`src/hdl/ptsa_pkg.sv`:
```
// Shared types, codes and helpers for the page tag store.
package ptsa_pkg;

    localparam int STORE_WORDS_DEF = 4096;
    localparam int PAGE_W          = 44;
    localparam int MODE_W          = 2;
    localparam int CFG_IDX_W       = 2;
    localparam int WORD_W          = 32;
    localparam int HALF_W          = 64;
    localparam int BANKS           = 4;

    typedef enum logic [1:0] {
        STAT_DONE     = 2'd0,
        STAT_UNTAGGED = 2'd1,
        STAT_OUTSIDE  = 2'd2
    } stat_t;

    localparam logic [MODE_W-1:0] MODE_OFF = 2'd0;
    localparam logic [MODE_W-1:0] MODE_32  = 2'd1;
    localparam logic [MODE_W-1:0] MODE_64  = 2'd2;
    localparam logic [MODE_W-1:0] MODE_128 = 2'd3;

    localparam logic [CFG_IDX_W-1:0] REG_TAG_MODE   = 2'd0;
    localparam logic [CFG_IDX_W-1:0] REG_FIRST_PAGE = 2'd1;
    localparam logic [CFG_IDX_W-1:0] REG_LAST_PAGE  = 2'd2;
    localparam logic [CFG_IDX_W-1:0] REG_DRAM_BASE  = 2'd3;

    typedef struct packed {
        logic       valid;
        stat_t      status;
        logic [1:0] lane;
    } chk_res_t;

    function automatic logic [2:0] words_of(input logic [MODE_W-1:0] mode);
        logic [2:0] w;
        case (mode)
            MODE_32: w = 3'd1;
            MODE_64: w = 3'd2;
            default: w = 3'd4;
        endcase
        return w;
    endfunction

endpackage

```
`src/hdl/ptsa_check.sv`:
```
// Two-stage page range check and store address computation.
module ptsa_check import ptsa_pkg::*; #(
    parameter int STORE_WORDS = STORE_WORDS_DEF,
    localparam int BANK_ROWS = (STORE_WORDS + BANKS - 1) / BANKS,
    localparam int ROW_W     = (BANK_ROWS > 1) ? $clog2(BANK_ROWS) : 1
) (
    input  logic              aclk,
    input  logic              aresetn,
    input  logic              start,
    input  logic [PAGE_W-1:0] page,
    input  logic [MODE_W-1:0] tag_mode,
    input  logic [PAGE_W-1:0] first_page,
    input  logic [PAGE_W-1:0] last_page,
    input  logic [PAGE_W-1:0] base_page,
    output chk_res_t          res,
    output logic [ROW_W-1:0]  row
);

    localparam int AW = $clog2(STORE_WORDS + 1);
    localparam int IW = AW + 3;

    logic              v1_reg;
    logic              untag_reg;
    logic              below_reg;
    logic [PAGE_W-1:0] off_reg;

    logic              v2_reg;
    stat_t             status_reg;
    logic [1:0]        lane_reg;
    logic [ROW_W-1:0]  row_reg;

    logic [2:0]        words;
    logic [IW-1:0]     idx;
    logic [IW-1:0]     idx_end;
    logic              off_far;
    logic              past_end;
    stat_t             status_next;

    always_ff @(posedge aclk) begin
        if (!aresetn) begin
            v1_reg <= 1'b0;
            v2_reg <= 1'b0;
        end else begin
            v1_reg <= start;
            v2_reg <= v1_reg;
        end
    end

    // stage 1: range compares and page offset
    always_ff @(posedge aclk) begin
        if (start) begin
            untag_reg <= (tag_mode == MODE_OFF) || (page < first_page) || (page > last_page);
            below_reg <= page < base_page;
            off_reg   <= page - base_page;
        end
    end

    // stage 2: store bounds
    always_comb begin
        words = words_of(tag_mode);
        case (tag_mode)
            MODE_32: idx = IW'(off_reg[AW-1:0]);
            MODE_64: idx = IW'({off_reg[AW-1:0], 1'b0});
            default: idx = IW'({off_reg[AW-1:0], 2'b00});
        endcase
        idx_end  = idx + IW'(words);
        off_far  = off_reg >= PAGE_W'(STORE_WORDS);
        past_end = idx_end > IW'(STORE_WORDS);
        if (untag_reg) begin
            status_next = STAT_UNTAGGED;
        end else if (below_reg || off_far || past_end) begin
            status_next = STAT_OUTSIDE;
        end else begin
            status_next = STAT_DONE;
        end
    end

    always_ff @(posedge aclk) begin
        if (v1_reg) begin
            status_reg <= status_next;
            lane_reg   <= idx[1:0];
            row_reg    <= idx[ROW_W+1:2];
        end
    end

    assign res.valid  = v2_reg;
    assign res.status = status_reg;
    assign res.lane   = lane_reg;
    assign row        = row_reg;

endmodule

```
`config.mk`:
```
export PLATFORM = sky130hd
export DESIGN_NAME = ptsa_check
export DESIGN_NICKNAME = d
export VERILOG_FILES = /design/src/hdl/ptsa_pkg.sv /design/src/hdl/ptsa_check.sv
export SDC_FILE = /design/constraint.sdc
export NUM_CORES = 1
export LEC_CHECK = 0
export ABC_AREA = 1
export BUFFER_PORTS_ARGS = -buffer_cell sky130_fd_sc_hd__buf_2
export CAP_MARGIN = 20
export CORE_MARGIN = 2
export CORE_UTILIZATION = 45
export DETAILED_ROUTE_END_ITERATION = 10
export PLACE_DENSITY = 0.69
export SKIP_CTS_REPAIR_TIMING = 1
export SLEW_MARGIN = 20
export SYNTH_ARGS = -nofsm -noshare
export SYNTH_HDL_FRONTEND = slang
export SYNTH_SLANG_ARGS = --single-unit
```
`constraint.sdc`:
```
create_clock -name aclk -period 7.3 [get_ports aclk]
set_clock_uncertainty 0.1 [all_clocks]
set_input_delay 0.73 -clock aclk [delete_from_list [all_inputs] [get_ports aclk]]
set_output_delay 0.73 -clock aclk [all_outputs]
set_load 0.02 [all_outputs]
```
==> impl_metrics.tcl <==
set metrics [dict create \
    fin_nets 1686 \
    synthCells 1167 \
    placed_cell_area_um2 9460 \
    largest_register_ffs 44 \
    syn_avg_cell_area_um2 7.08 \
    ios 196 \
    yosys-top-cells-count "inv_1, nand2_1, ha_1, nor2_1, a21oi_1" \
    clockBufferDepth 2 \
    start_kind "primary input" \
    ir_drop_v 0.000134 \
    rsz0062_at_grt "false" \
    dieHeight_um 139 \
    gp_congestion 0.936 \
    async_flop_share 0 \
    vias_per_cell 5.09 \
    cts_buffers 9 \
    seq_area_frac_synth 0.223 \
    clock_latency_ps 320 \
    p_per_area_nw_per_um2 144 \
    ys_ff_latch 62 \
    initial_core_util 0.460 \
    maxSlewHeadroom 0.343 \
    timing.fmax_ghz 0.273 \
    syn_area_um2 8260 \
    totalWireLength_mm 22.2 \
    yosys.area.top_type "edfxtp_1" \
    leakagePower_nw 5.23 \
    hpwl_mm 19.8 \
    portBuffers 195 \
    arrival_ps 3640 \
    end_kind "flop" \
    finalHoldViolCount 0 \
    hp-start "untag_reg" \
    min_path_type "reg -> reg" \
    die_x_um 139 \
    ys_types 43 \
    grtUsageTotal 0.228 \
    overflow 0 \
    r2r_cells 11 \
    drc_errors 0 \
    timing.hold.worst_endpoint "status_reg[0]" \
    synth_ff_type "edfxtp_1" \
    r2r_slack_ps 4790 \
    grt_pass1_wl_mm 36.4 \
    critPathKind "in -> reg" \
    via_count 8146 \
    drv_slew 0 \
    final_cell_area_um2 9710 \
    yosysMostFrequentCell "inv_1" \
    cts_tree "done" \
    post_drt_wl_per_cell_um 13.9 \
    cap_violations 0 \
    first_global_vias 7861 \
    cts_sinks 62 \
    crit_required_ps 7270 \
    diodes 0 \
    synth_edf_count 60 \
    fin_crit_sh 0.502 \
    firstDrtPassIters 5 \
    synth_top_cells_by_area "edfxtp_1, ha_1, inv_1" \
    yosysWarnings 0 \
    drtIter0Drc 448 \
    core_area_um2 18000 \
    yosysTopAreaCellShare 0.218 \
    die_area_um2 19500 \
    tns_ps 0 \
    ant_nets 0 \
    clk_pin_slew_worst_paths_ps 50 \
    cts-root-buf "clkbuf_16" \
    grt_max_degree 48 \
    reg2reg_from "off_reg[0]" \
    syn_nets 1486 \
    rows 49 \
    area_growth_pct 17.6 \
    layout-drive-gt1-share 0.191 \
    outcome "finished clean" \
    path_max_fanout 26 \
    r2r-end "status_reg[1]" \
    setup_viol 0 \
    tightest_slew_ps 985 \
    antenna_found_initial 0 \
    period_minus_slack_ps 3670 \
    hold_path_depth 0 \
    cts_max_level 3 \
]
[critical path, cell delays in order]
cell and delay, ps:
buf_2 90, inv_1 70, ha_1 930, nand2_1 150
o21ai_0 430, fa_1 490, a21oi_1 170, nand3_1 110
nor2_1 110, nand3_1 70, nor2_1 90, nand4_1 80
nand2_1 60, a21oi_1 50
[worst max-delay path by stage]
stage / start / endpoint
CTS: tag_mode[0] / status_reg[1]
finish: tag_mode[0] / status_reg[1]
floorplan: tag_mode[0] / status_reg[1]
global route: tag_mode[0] / status_reg[1]
global placement: tag_mode[0] / status_reg[1]
detailed placement: tag_mode[0] / status_reg[1]
[final cells by class]
| class | instances | area, µm² |
|---|---|---|
| flip-flops and latches | 62 | 1840 |
| well taps | 229 | 287 |
| inverters | 241 | 905 |
| repair buffers | 195 | 976 |
| clock inverters | 5 | 26.3 |
| multi-input cells | 858 | 5450 |
| clock buffers | 11 | 233 |
| fillers | 1782 | 8250 |
[cells in the final DEF (no fill, tap or decap), drive strengths merged, types with 2 or more instances in the layout]
cell type    n
nand2      234
inv        241
clkbuf      11
nand3       73
nand3b       3
o211ai       4
xnor2       12
nor4         9
o21a         5
a31oi       19
nand4       20
a21o        12
clkinv       4
nor3b        2
nor3        13
ha         136
nor2       118
buf        195
a21boi       4
o21bai       8
o21ai       53
edfxtp      60
dfxtp        2
fa           2
a21oi       97
and3         2
xor2        28
[kinds of logic after synthesis]
logic type / share of synthesized area
xor gates and xnor gates: 0.0424
AOI/OAI and AO/OA: 0.141
buffers and inverters: 0.118
adders and majority gates: 0.211
DFF: 0.223
and+or+nand+nor: 0.265
[metal layers]
metal	GRT usage	part of all wire
met5	0	0
met4	0.0564	0.015
met3	0.0313	0.054
met2	0.389	0.47
met1	0.307	0.46
[per-stage QoR]
stage	util	instances	hold slack (ps)	power, W	setup WS [ps]
floorplan	-	1167	327	0.000860	4180
global placement	0.526	1585	353	0.00103	3400
detailed placement	0.526	1585	359	0.00104	3340
CTS	0.541	1601	371	0.00141	3600
global route	0.541	1601	387	0.00151	3260
finish	0.541	1601	374	0.00140	3630
[power breakdown]
part	switching, W	total [W]	internal (W)	leakage, nW
clock	0.000137	0.000363	0.000226	0.127
sequential	0.0000226	0.000482	0.000459	0.607
combinational	0.000347	0.000557	0.000210	4.49
total	0.000507	0.00140	0.000895	5.23
Note: power is estimated with default switching activity, not from simulation.
